===== src/design/vhpd_slot_ram.sv =====
// Single-port-write, single-port-read synchronous RAM holding the voxel slots.
// Read data registered. No dependencies.
module vhpd_slot_ram #(
   parameter int WIDTH = 8,
   parameter int DEPTH = 16
) (
   input  logic                     clock,
   input  logic                     wr_en,
   input  logic [$clog2(DEPTH)-1:0] wr_addr,
   input  logic [WIDTH-1:0]         wr_data,
   input  logic                     rd_en,
   input  logic [$clog2(DEPTH)-1:0] rd_addr,
   output logic [WIDTH-1:0]         rd_data
);

   logic [WIDTH-1:0] mem [DEPTH];
   logic [WIDTH-1:0] rd_data_ff;

   always_ff @(posedge clock) begin
      if (wr_en) begin
         mem[wr_addr] <= wr_data;
      end
      if (rd_en) begin
         rd_data_ff <= mem[rd_addr];
      end
   end

   assign rd_data = rd_data_ff;

endmodule


===== config.mk =====
export PLATFORM = sky130hd
export DESIGN_NAME = vhpd_slot_ram
export DESIGN_NICKNAME = d
export VERILOG_FILES = /design/src/design/vhpd_slot_ram.sv
export SDC_FILE = /design/constraint.sdc
export NUM_CORES = 1
export LEC_CHECK = 0
export BUFFER_PORTS_ARGS = -buffer_cell sky130_fd_sc_hd__buf_2
export CAP_MARGIN = 20
export CORE_MARGIN = 2
export CORE_UTILIZATION = 37
export CTS_BUF_LIST = sky130_fd_sc_hd__clkbuf_8
export CTS_CLUSTER_SIZE = 8
export DETAILED_ROUTE_END_ITERATION = 10
export SLEW_MARGIN = 40
export SYNTH_ARGS = -nofsm -noshare
export SYNTH_HDL_FRONTEND = slang
export SYNTH_SLANG_ARGS = --single-unit

===== constraint.sdc =====
create_clock -name clock -period 2.4 [get_ports clock]
set_clock_uncertainty 0.1 [all_clocks]
set_input_delay 0.12 -clock clock [delete_from_list [all_inputs] [get_ports clock]]
set_output_delay 0.12 -clock clock [all_outputs]
set_load 0.02 [all_outputs]

---- Word-level counts from Yosys, hierarchy flattened ----
Memory sizes are Yosys's and may differ from the RTL's. A register that Yosys moved wholly into a read port is not among the register bits.
Cells that the tools add are included.
operators by class
  muxes and demuxes ....................... 2
operators by type and width
  cell              count
  1-bit 2-to-1 mux  2
storage, ports and cells
  register bits after elaboration ......... 0
  bits in writable memories ............... 128
  input bits .............................. 19
  output and inout bits ................... 8
  word-level logic and storage cells ...... 3
  memories ................................ 1
memory list
  name  depth  bits a word  read ports  clocked after Yosys merged registers in  write ports  line  text
  mem   16     8            1           1                                        1            16    logic [WIDTH-1:0] mem [DEPTH];

---- Logic depth before layout (Yosys ltp) ----
  depth in word-level cells ............... 2
  depth in mapped cells ................... 5
  depth with buffers taken out ............ 3

---- Worst setup path before layout ----
OpenSTA, ideal clock, no wires.
  path kind ............................... input -> register
  from .................................... in wr_addr[2]
  to ...................................... mem mem[0][0], enable pin
  library setup time ...................... 0.383 ns
  data arrival time ....................... 1.230 ns
  required time ........................... 1.917 ns
  path slack .............................. 0.687 ns
  stages on the path ...................... 2
  buffers on the path ..................... 0
  path through ............................ or3b_2 > nor3_1
RTL lines
  item         line  text
  from (decl)  9     input logic [$clog2(DEPTH)-1:0] wr_addr,
  to (decl)    16
No word-level cell before the write port.

==> flow_metrics.tcl <==
set metrics [dict create \
    clock.fmax_mhz 593 \
    p_per_area_mw_per_mm2 762 \
    leakage_nw 2.05 \
    start_kind "register" \
    cts_tree "yes" \
    ant_nets 0 \
    grt_pass1_wl_um 16200 \
    viasPerCell 5.20 \
    pre_cts_slack_ns 0.322 \
    critPathArrivalTime_ns 1.76 \
    drt_iter0_markers 234 \
    drive_gt1_share_pct 30.2 \
    comb_power_share_pct 6.0 \
    cts_max_level 4 \
    ys_warn_count 0 \
    crit_path_max_incr_delay_ns 0.50 \
    yosys.area.top_type "edfxtp_1" \
    regToRegSetupSlack_ns 0.71 \
    peakVddDrop_v 0.000443 \
    seqPwrFrac_pct 57.7 \
    dpl_cell_area_mm2 0.00567 \
    path_class "register to register" \
    n_antenna_cell 0 \
    die_h_um 123 \
    drc 0 \
    yosysUniqueCellTypes 18 \
    maxCapViolations 0 \
    fin_crit_sh_pct 70.3 \
    yosysTopAreaCellShare_pct 78.1 \
    synthAdderAreaFrac_pct 0 \
    worstPathCellList "mux4_2 > a22oi_1 > nand2_1" \
    portBuffers 26 \
    syn_nets 248 \
    core_area_mm2 0.0138 \
    hold_class "primary input to register" \
    hold_viol 0 \
    synth-seq-cells 136 \
    initial_utilization_pct 37.8 \
    clock_latency_ns 0.45 \
    synth_area_leaders "edfxtp_1, mux4_2, mux4_1, a22oi_1, nor2_1" \
    slew-limit-headroom_pct 52.1 \
    wl_per_cell_um 22.6 \
    p_int_mw 3.67 \
    netlist_area_mm2 0.00523 \
    hpwl_um 7010 \
    final_nets 312 \
    synth.area.mux_share_pct 14.8 \
    setup_viol 0 \
    dp.cells 445 \
    final_period_minus_worst_setup_slack_ns 1.69 \
    grt_max_degree 21 \
    antenna_found_initial 0 \
    total_power_mw 4.66 \
    netSwitchingFraction_pct 21.1 \
    place.gp.congestion 0.716 \
    synth.avg_cell_area_um2 22.8 \
    cts_buffer_depth 2 \
    yosys.area_share.simple_pct 3.14 \
    synthToLayoutAreaGrowth_pct 16.9 \
    synthCells 229 \
    synth-compound-area-share_pct 2.30 \
    root_buffer "clkbuf_8" \
    cp-end-kind "register" \
    grt_pass1_vias 2600 \
    setup_tns_ns 0 \
    num_vias 2524 \
    stdcell_count 485 \
    p_switching_uw 985 \
    synth-xor-area-share_pct 0 \
    die_w_um 123 \
    drtPass1Iterations 4 \
    yosysSeqAreaShare_pct 78.1 \
    fin_ws_ns 0.712 \
    synth_top_family_by_area "multiplexers" \
    tightestPinTransition_ns 0.716 \
    clk_pin_slew_worst_paths_ns 0.07 \
    numCtsBuffers 17 \
    rows 43 \
    slew_viol_final 0 \
    critPathRequiredTime_ns 2.47 \
    wl_um 11000 \
    cts.sinks 136 \
    cts_resized 0 \
    worstPathMaxFanout 1 \
    rsz0062_at_grt "no" \
    final_area_mm2 0.00611 \
    grt-ovfl-total 0 \
    io_pins 27 \
    outcome "completed" \
    grtUsageTotal_pct 16.1 \
    die_area_mm2 0.0151 \
    num-fill-cells 1175 \
    pwr-share-clk_pct 36.3 \
    slowest_stage "mux4_2" \
]
-- worst max-delay path: cells and delay by family (launching register included) --
family,cells,cell delay [ns]
AOI/OAI and AO/OA,1,0.30
DFF,1,0.37
muxes,1,0.50
and+or+nand+nor,1,0.15
-- final cells by class --
type	count	area, um^2	share of cell area (%)
tap	180	225	3.69
clock buffer	17	234	3.83
sequential	136	4080	66.8
timing repair buffer	55	395	6.47
clock inverter	14	115	1.88
multi-input combinational	83	1060	17.3
-- cell usage in the layout (no fill, tap or decap) --
master,count
edfxtp_1,136
buf_2,26
mux4_2,18
buf_4,18
clkbuf_8,17
a22oi_1,16
mux4_1,14
nor2_1,13
nand2_1,9
dlygate4sd3_1,9
clkinv_2,8
nor3_1,4
clkinv_1,4
nand3b_1,2
nand2b_1,2
bufinv_16,2
buf_12,2
nor2b_1,1
and2_1,1
and2b_1,1
nand3_1,1
or3b_2,1
-- power groups by stage --
stage	registers, mW	logic (mW)	clock network [mW]
6_report	2.69	0.281	1.69
5_1_grt	2.69	0.305	1.83
4_1_cts	2.69	0.286	1.72
3_5_place_dp	2.74	0.274	0
3_3_place_gp	2.74	0.269	0
2_1_floorplan	2.75	0.135	0
-- cell usage after synthesis (all sizes together) --
master         instances
nor2                  13
or3b                   1
buf                    7
nand2                  9
nand3                  1
a22oi                 16
edfxtp               136
and2                   1
clkdlybuf4s25          3
mux4                  32
nand3b                 2
nor2b                  1
nor3                   4
and2b                  1
nand2b                 2
-- state kept, by name, indices dropped and copies added (netlist names) --
| signal | cells |
|---|---|
| rd_data | 8 |
| mem | 128 |
-- repair_timing --
action	in CTS	in global routing
setup buffers	0	0
endpoints found under the hold margin	136	0
hold buffers	9	0
-- cells by family (layout without fill, tap and decap cells) --
kind of cell	after synthesis	after routing
AND/OR/NAND/NOR	35	35
multiplexers	32	32
AO/OA/AOI/OAI	16	16
flip-flops	136	136
buffers and inverters	10	86
-- final timing paths --
kind	start	endpoint	cells after the start
min	wr_addr[0]	mem[8][2]	3
max	mem[11][6]	rd_data[6]	3
min reg2reg	mem[3][0]	rd_data[0]	3
max reg2reg	mem[11][6]	rd_data[6]	3
-- per-layer routing --
layer | part of all wire [%] | GRT usage (%)
met1 | 45 | 22.2
met5 | 0 | 0
met2 | 45 | 22.9
met3 | 6.4 | 5.39
met4 | 2.7 | 8.05
-- metrics by stage --
step / util, % / hold slack, ns
floorplan: - / 0.119
global placement: 41.0 / 0.395
detailed placement: 41.0 / 0.390
CTS: 44.2 / 0.125
global route: 44.2 / 0.141
finish: 44.2 / 0.149
Note: power is estimated with default switching activity, not from simulation.
