**config.mk**
```make
export PLATFORM = sky130hd
export DESIGN_NAME = vhpd_divider
export DESIGN_NICKNAME = d
export VERILOG_FILES = /design/src/design/vhpd_pkg.sv /design/src/design/vhpd_divider.sv
export SDC_FILE = /design/constraint.sdc
export NUM_CORES = 1
export LEC_CHECK = 0
export ABC_AREA = 0
export ABC_CLOCK_PERIOD_IN_PS = 5800
export BUFFER_PORTS_ARGS = -buffer_cell sky130_fd_sc_hd__buf_2
export CAP_MARGIN = 5
export CORE_ASPECT_RATIO = 1.4
export CORE_MARGIN = 2
export CORE_UTILIZATION = 25
export DETAILED_ROUTE_END_ITERATION = 10
export PLACE_DENSITY = 0.4
export SLEW_MARGIN = 20
export SYNTH_ARGS = -nofsm -noshare
export SYNTH_HDL_FRONTEND = slang
export SYNTH_SLANG_ARGS = --single-unit
```
**constraint.sdc**
```tcl
create_clock -name clock -period 5.8 [get_ports clock]
set_clock_uncertainty 0.15 [all_clocks]
set_input_delay 0.87 -clock clock [delete_from_list [all_inputs] [get_ports clock]]
set_output_delay 0.87 -clock clock [all_outputs]
set_load 0.01 [all_outputs]
```
**src/design/vhpd_pkg.sv**
```systemverilog
// Package for the hashed voxel downsampler: widths, register codes, hash
// coefficients and the item, slot and divider status types.
// No dependencies.
package vhpd_pkg;

   localparam int TABLE_ENTRIES = 1024;
   localparam int IDX_W         = $clog2(TABLE_ENTRIES);

   localparam int PT_W    = 24;
   localparam int INV_W   = 24;
   localparam int MIN_W   = 16;
   localparam int CNT_W   = 16;
   localparam int COORD_W = 21;
   localparam int SUM_W   = 40;
   localparam int PROD_W  = PT_W + INV_W + 1;
   localparam int FRAC_W  = 28;
   localparam int DRN_W   = 10;
   localparam int STEP_W  = $clog2(SUM_W);

   localparam logic [31:0] HASH_CX = 32'd7171;
   localparam logic [31:0] HASH_CY = 32'd3079;
   localparam logic [31:0] HASH_CZ = 32'd4231;

   localparam logic [CNT_W-1:0] COUNT_MAX = {CNT_W{1'b1}};

   localparam int CSR_IDX_W = 2;
   localparam logic [CSR_IDX_W-1:0] CSR_INV_VOXEL_SIZE = 2'd0;
   localparam logic [CSR_IDX_W-1:0] CSR_MIN_OCCUPANTS  = 2'd1;
   localparam logic [INV_W-1:0] INV_RESET = 24'd501760;
   localparam logic [MIN_W-1:0] MIN_RESET = 16'd8;

   localparam logic ACT_INSERT  = 1'b0;
   localparam logic ACT_DRAIN   = 1'b1;
   localparam logic CAUSE_EVICT = 1'b0;
   localparam logic CAUSE_DRAIN = 1'b1;

   typedef struct packed {
      logic                    action;
      logic signed [PT_W-1:0]  point_x;
      logic signed [PT_W-1:0]  point_y;
      logic signed [PT_W-1:0]  point_z;
      logic [DRN_W-1:0]        drain_index;
   } req_item_type;

   typedef struct packed {
      logic signed [PT_W-1:0] mean_x;
      logic signed [PT_W-1:0] mean_y;
      logic signed [PT_W-1:0] mean_z;
      logic                   emit_cause;
   } rsp_item_type;

   typedef struct packed {
      logic signed [COORD_W-1:0] coord_x;
      logic signed [COORD_W-1:0] coord_y;
      logic signed [COORD_W-1:0] coord_z;
      logic signed [SUM_W-1:0]   sum_x;
      logic signed [SUM_W-1:0]   sum_y;
      logic signed [SUM_W-1:0]   sum_z;
      logic [CNT_W-1:0]          count;
   } slot_entry_type;

   typedef struct packed {
      logic busy;
      logic done;
   } div_status_type;

endpackage

```
**src/design/vhpd_divider.sv**
```systemverilog
// Three-lane restoring divider: signed 40-bit sums over an unsigned count,
// one quotient bit per cycle, truncating toward zero. Uses vhpd_pkg.
module vhpd_divider
   import vhpd_pkg::*;
(
   input  logic                    clock,
   input  logic                    reset,
   input  logic                    start,
   input  logic signed [SUM_W-1:0] sum_x,
   input  logic signed [SUM_W-1:0] sum_y,
   input  logic signed [SUM_W-1:0] sum_z,
   input  logic [CNT_W-1:0]        count,
   output div_status_type          status,
   output logic signed [PT_W-1:0]  q_x,
   output logic signed [PT_W-1:0]  q_y,
   output logic signed [PT_W-1:0]  q_z
);

   logic [SUM_W-1:0]  work_ff [3];
   logic [CNT_W-1:0]  rem_ff  [3];
   logic              neg_ff  [3];
   logic [CNT_W-1:0]  den_ff;
   logic [STEP_W-1:0] step_ff;
   logic              busy_ff;
   logic              done_ff;

   logic signed [SUM_W-1:0] sum_in [3];
   logic [CNT_W:0]          shifted [3];
   logic                    fits [3];
   logic [SUM_W-1:0]        quot [3];

   assign sum_in[0] = sum_x;
   assign sum_in[1] = sum_y;
   assign sum_in[2] = sum_z;

   always_comb begin
      for (int i = 0; i < 3; i++) begin
         shifted[i] = {rem_ff[i], work_ff[i][SUM_W-1]};
         fits[i]    = shifted[i] >= {1'b0, den_ff};
         quot[i]    = neg_ff[i] ? (~work_ff[i] + 1'b1) : work_ff[i];
      end
   end

   always_ff @(posedge clock) begin
      if (reset) begin
         busy_ff <= 1'b0;
         done_ff <= 1'b0;
         step_ff <= '0;
      end else begin
         done_ff <= 1'b0;
         if (start) begin
            busy_ff <= 1'b1;
            step_ff <= '0;
         end else if (busy_ff) begin
            step_ff <= step_ff + 1'b1;
            if (step_ff == STEP_W'(SUM_W - 1)) begin
               busy_ff <= 1'b0;
               done_ff <= 1'b1;
            end
         end
      end
   end

   always_ff @(posedge clock) begin
      if (start) begin
         den_ff <= count;
         for (int i = 0; i < 3; i++) begin
            neg_ff[i]  <= sum_in[i][SUM_W-1];
            work_ff[i] <= sum_in[i][SUM_W-1] ? (~sum_in[i] + 1'b1) : sum_in[i];
            rem_ff[i]  <= '0;
         end
      end else if (busy_ff) begin
         for (int i = 0; i < 3; i++) begin
            rem_ff[i]  <= fits[i] ? CNT_W'(shifted[i] - {1'b0, den_ff})
                                  : shifted[i][CNT_W-1:0];
            work_ff[i] <= {work_ff[i][SUM_W-2:0], fits[i]};
         end
      end
   end

   assign status.busy = busy_ff;
   assign status.done = done_ff;
   assign q_x = quot[0][PT_W-1:0];
   assign q_y = quot[1][PT_W-1:0];
   assign q_z = quot[2][PT_W-1:0];

endmodule

```
# [Word-level counts from Yosys, hierarchy flattened]
# Memory sizes are Yosys's and may differ from the RTL's.
# Cells that the tools add are included.
[totals] reg_bits=24 ram_bits=171 input_bits=139 out_inout_bits=74 wordCells=60 memories=3
[classes] add_sub_neg=10 n_lt_le_gt_ge=3 eq_ne=1 n_mux=24 bitwise=13 reduce_logical=2
[mem_list] name="work_ff" depth=3 word_bits=40 read_ports=3 rd_ports_with_merged_regs=0 wr=3 line="vhpd_divider.sv:19" source="logic [SUM_W-1:0] work_ff [3];"
[mem_list] name="rem_ff" depth=3 word_bits=16 read_ports=3 rd_ports_with_merged_regs=0 wr=3 line="vhpd_divider.sv:20" source="logic [CNT_W-1:0] rem_ff [3];"
[mem_list] name="neg_ff" depth=3 word_bits=1 read_ports=3 rd_ports_with_merged_regs=0 wr=3 line="vhpd_divider.sv:21" source="logic neg_ff [3];"
[ops] cell="$mux 40" n=6
[ops] cell="$add 40x1->40 const B" n=3
[ops] cell="$not 40->40" n=3
[ops] cell="$mux 16" n=6
[ops] cell="$add 24x1->24 const B" n=3
[ops] cell="$mux 24" n=3
[ops] cell="$not 24->24" n=3
[ops] cell="$ge 17x16->1" n=3
[ops] cell="$sub 16x16->16" n=3
[ops] cell="$mux 1" n=9
[ops] cell="$add 6x1->6 const B" n=1
[ops] cell="$eq 6x6->1 const B" n=1
[ops] cell="$or 1x1->1" n=6
[ops] cell="$reduce_or 3->1" n=1
[ops] cell="$reduce_or 2->1" n=1
[ops] cell="$not 1->1" n=1

# [Longest topological paths before layout]
[logic_depth] depth_word=4 depth_mapped=11

# [Worst setup path after synthesis]
# Ideal clock, no wire load.
[synth_path] path_kind="register to output" startpoint="memory work_ff[0][8]" endpoint="output q_x[21]" arrival_time_ns=2.566 setup_slack_ns=2.214 stages_incl_launch_ff=7 path_cell_list="edfxtp_1 or4_1 or3_1 or4_1 or3_1 o31ai_1 xnor2_1"
[synth_rtl] item="start: declaration" line="vhpd_divider.sv:19"
[synth_rtl] item="end: declaration" line="vhpd_divider.sv:14" source="output logic signed [PT_W-1:0] q_x,"

==> metrics <==
CTS root buffer clkbuf_16; # H-tree levels 4; clock buffer depth 2; pin count of the biggest net entering global routing 95; Crit Path Class reg -> out; DRC viols 0; final core utilization about 30%; gr usage total between 10% and 20%; Leakage Power 6.174 nW; Hold-fix buffers, CTS 0; Site Rows approximately 100; clock tree from TritonCTS yes; P_sw 1.428 mW; FF-to-FF setup slack ~2.1 ns; initial core utilization roughly a quarter; pre-CTS setup slack 1.767 ns; Cell Area, Synth between 10000 and 15000 um^2; RSZ-0062 raised after global routing false; HP Class reg -> reg; CTS sink cnt roughly 200; Fillers roughly 6000; YS warnings 0; f_max roughly 220 MHz; startpoint type of the worst setup path flip-flop; share of layout cells above drive strength 1 ~16%; CP endpoint kind output port; Syn Inst Count approximately 1500; final hold vios 0; Crit Path Max Fanout 6; Internal between 2 and 3 mW; hold path endpoint done_ff; Skew-Pair Late Insertion Delay around 0.47 ns; register area 5776 um^2; DIE AREA between 50000 and 60000 um^2; Placed Area roughly 16000 um^2; Data required, critical path ~4.8 ns; area occupied by multi-input gates between 7000 and 8000 um^2; clock share of power between 20% and 30%; Hold Crit Start step_ff[5]; power density over the cells about 260 nW/um^2; Power Total around 4.3 mW; Worst Max-Slew Pin Slew about 1.0 ns; CTS clk-pin slew, worst paths ~0.080 ns; global-route wire length before repair 64.68 mm; status finished, final reports clean; worst vdd ir about 0.22 mV; Yosys cell types 72; worst r2r path cells 11; count leader, synth edfxtp_1; post-synthesis register bit count 195; Area Growth Syn to Fin 16.57%; DRT iter0 DRCs slightly above 500; syn_nets ~1700; post-layout minimum cycle time approximately 4.5 ns; grt total ovfl 0; Avg Vias per Cell approximately 4.8; postcts setup bufs 0; routed via count approximately 12000; Hold Crit Depth 2; reg2reg start den_ff[1]; relative slew slack 32.87%; switching part of the total between 30% and 40%; Sequential Power Share a little over two fifths; top post-synthesis cells by area edfxtp_1, xor2_1, xnor2_1; PortBufs 212; worst setup margin roughly 1.3 ns; antenna violations before repair 6; Main synth FF type edfxtp_1; Synth area leader edfxtp_1; Finished Cell Area 16350 um^2; Final setup viols 0; DR WL/cell between 15 and 20 um; CTS buffer count 17; reg2reg end rem_ff[0][33]; Die Ht around 280 um; Final Slew Violations 0; CP arrival 3.48 ns; gpl congestion just over 0.8; post-CTS resize count 0; nets@finish between 1500 and 2000; # IOs between 200 and 250; dpl hpwl 31.35 mm; Seq/Total Area, Yosys between 40% and 50%; die width between 200 and 250 um; post-route setup TNS 0 ns; Final period util 77.59%; DRT antenna net count 0; FFs w/ async S/R, synth 0%; Synth top area share 40.02%; Routed WL between 40 and 50 mm; Gate power share around 29%; max cap viols 0; DR pass1 iterations 4; vias in the first global route around 12000; Core Region 55390 um^2; Post-synth top cells edfxtp_1, nand2_1, xor2_1; Avg Inst Size Synth around 9.4 um^2; EDFF count, synth approximately 190
[power groups by stage]
stage,registers [mW],logic [mW],clock network (mW)
final,1.87,1.23,1.16
after floorplan,1.86,0.860,0
after detailed placement,1.91,1.25,0
after CTS,1.88,1.25,1.21
after global placement,1.91,1.25,0
after global routing,1.90,1.38,1.25
[per-stage QoR]
step	cells	hold WS (ns)
finish	2405	0.3377
global route	2405	0.3904
CTS	2403	0.3396
detailed placement	2371	0.3285
global placement	2371	0.3215
floorplan	1486	0.2928
[area by class of cell]
type | instances | area share (%)
antenna | 2 | 0.03060
clock buffer | 22 | 2.838
clock inverter | 10 | 0.4284
inverter | 45 | 1.033
multi-input combinational | 1180 | 47.72
sequential | 195 | 35.31
tap | 728 | 5.570
timing repair buffer | 223 | 7.069
[state kept, by name, indices dropped and copies added, names as in the netlist]
signal   count
busy_ff      1
den_ff      16
done_ff      1
neg_ff       3
rem_ff      48
step_ff      6
work_ff    120
[worst max-delay path by stage]
| stage | start | to | slack, ns | depth (start not counted) |
|---|---|---|---|---|
| 2_1_floorplan | work_ff[0][8] | q_x[21] | 2.21 | 6 |
| 3_3_place_gp | work_ff[0][82] | q_z[23] | 1.74 | 8 |
| 3_5_place_dp | work_ff[0][82] | q_z[23] | 1.77 | 8 |
| 4_1_cts | work_ff[0][82] | q_z[23] | 1.22 | 8 |
| 5_1_grt | work_ff[0][82] | q_z[23] | 1.08 | 8 |
| 6_report | work_ff[0][82] | q_z[23] | 1.30 | 8 |
[cells by family (layout without fill, tap and decap cells)]
group / count (synthesis) / count (layout) / synth area share [%]
adders and majority gates: 58 / 58 / 5.333
buffers and inverters: 111 / 300 / 3.335
DFF: 195 / 195 / 41.17
AOI/OAI and AO/OA: 417 / 417 / 18.48
and+or+nand+nor: 456 / 456 / 15.83
muxes: 35 / 35 / 2.497
xor gates and xnor gates: 214 / 214 / 13.36
other: 0 / 2 / 0
[metal layers]
| layer | track usage (%) | up-vias | wire (um) |
|---|---|---|---|
| met3 | 2.706 | 57 | 1476 |
| met2 | 25.75 | 205 | 21380 |
| met1 | 16.23 | 5479 | 16960 |
| met5 | 0 | - | 42 |
| li1 | - | 5829 | - |
| met4 | 5.996 | 8 | 1157 |
[placed cells by master (no fill, tap or decap), types with 4 or more instances in the layout]
cell / Yosys / routed
inv_4: 0 / 4
nor3_1: 19 / 19
ha_1: 55 / 55
inv_1: 45 / 45
dfxtp_1: 8 / 8
mux2i_1: 35 / 35
or3_1: 23 / 23
nand3_1: 12 / 12
a211oi_1: 16 / 16
nor2b_1: 11 / 10
buf_2: 1 / 212
nor4_1: 15 / 15
a21o_1: 14 / 14
buf_4: 6 / 10
o21ai_0: 105 / 105
nand4_1: 13 / 13
o211ai_1: 5 / 5
nor2_1: 100 / 100
a21oi_1: 62 / 62
and3_1: 7 / 7
o41ai_1: 28 / 28
clkbuf_16: 0 / 17
o21a_1: 12 / 12
xnor2_1: 90 / 90
or4_1: 22 / 22
o21ai_1: 80 / 80
nand3b_1: 5 / 5
o22ai_1: 6 / 6
nand2_1: 184 / 184
xor2_1: 124 / 124
and2_1: 4 / 4
o31ai_1: 52 / 52
nand2b_1: 16 / 15
edfxtp_1: 187 / 187
a21boi_0: 5 / 5
[critical path, stage by stage (launching register included)]
cell,delay [ns]
edfxtp_1,0.49
nor4_1,0.35
nand2_1,0.12
or4_1,0.51
or4_1,0.47
or3_1,0.41
o31ai_1,0.36
xnor2_1,0.16
buf_2,0.15
Power figures use the tool's default switching activity.
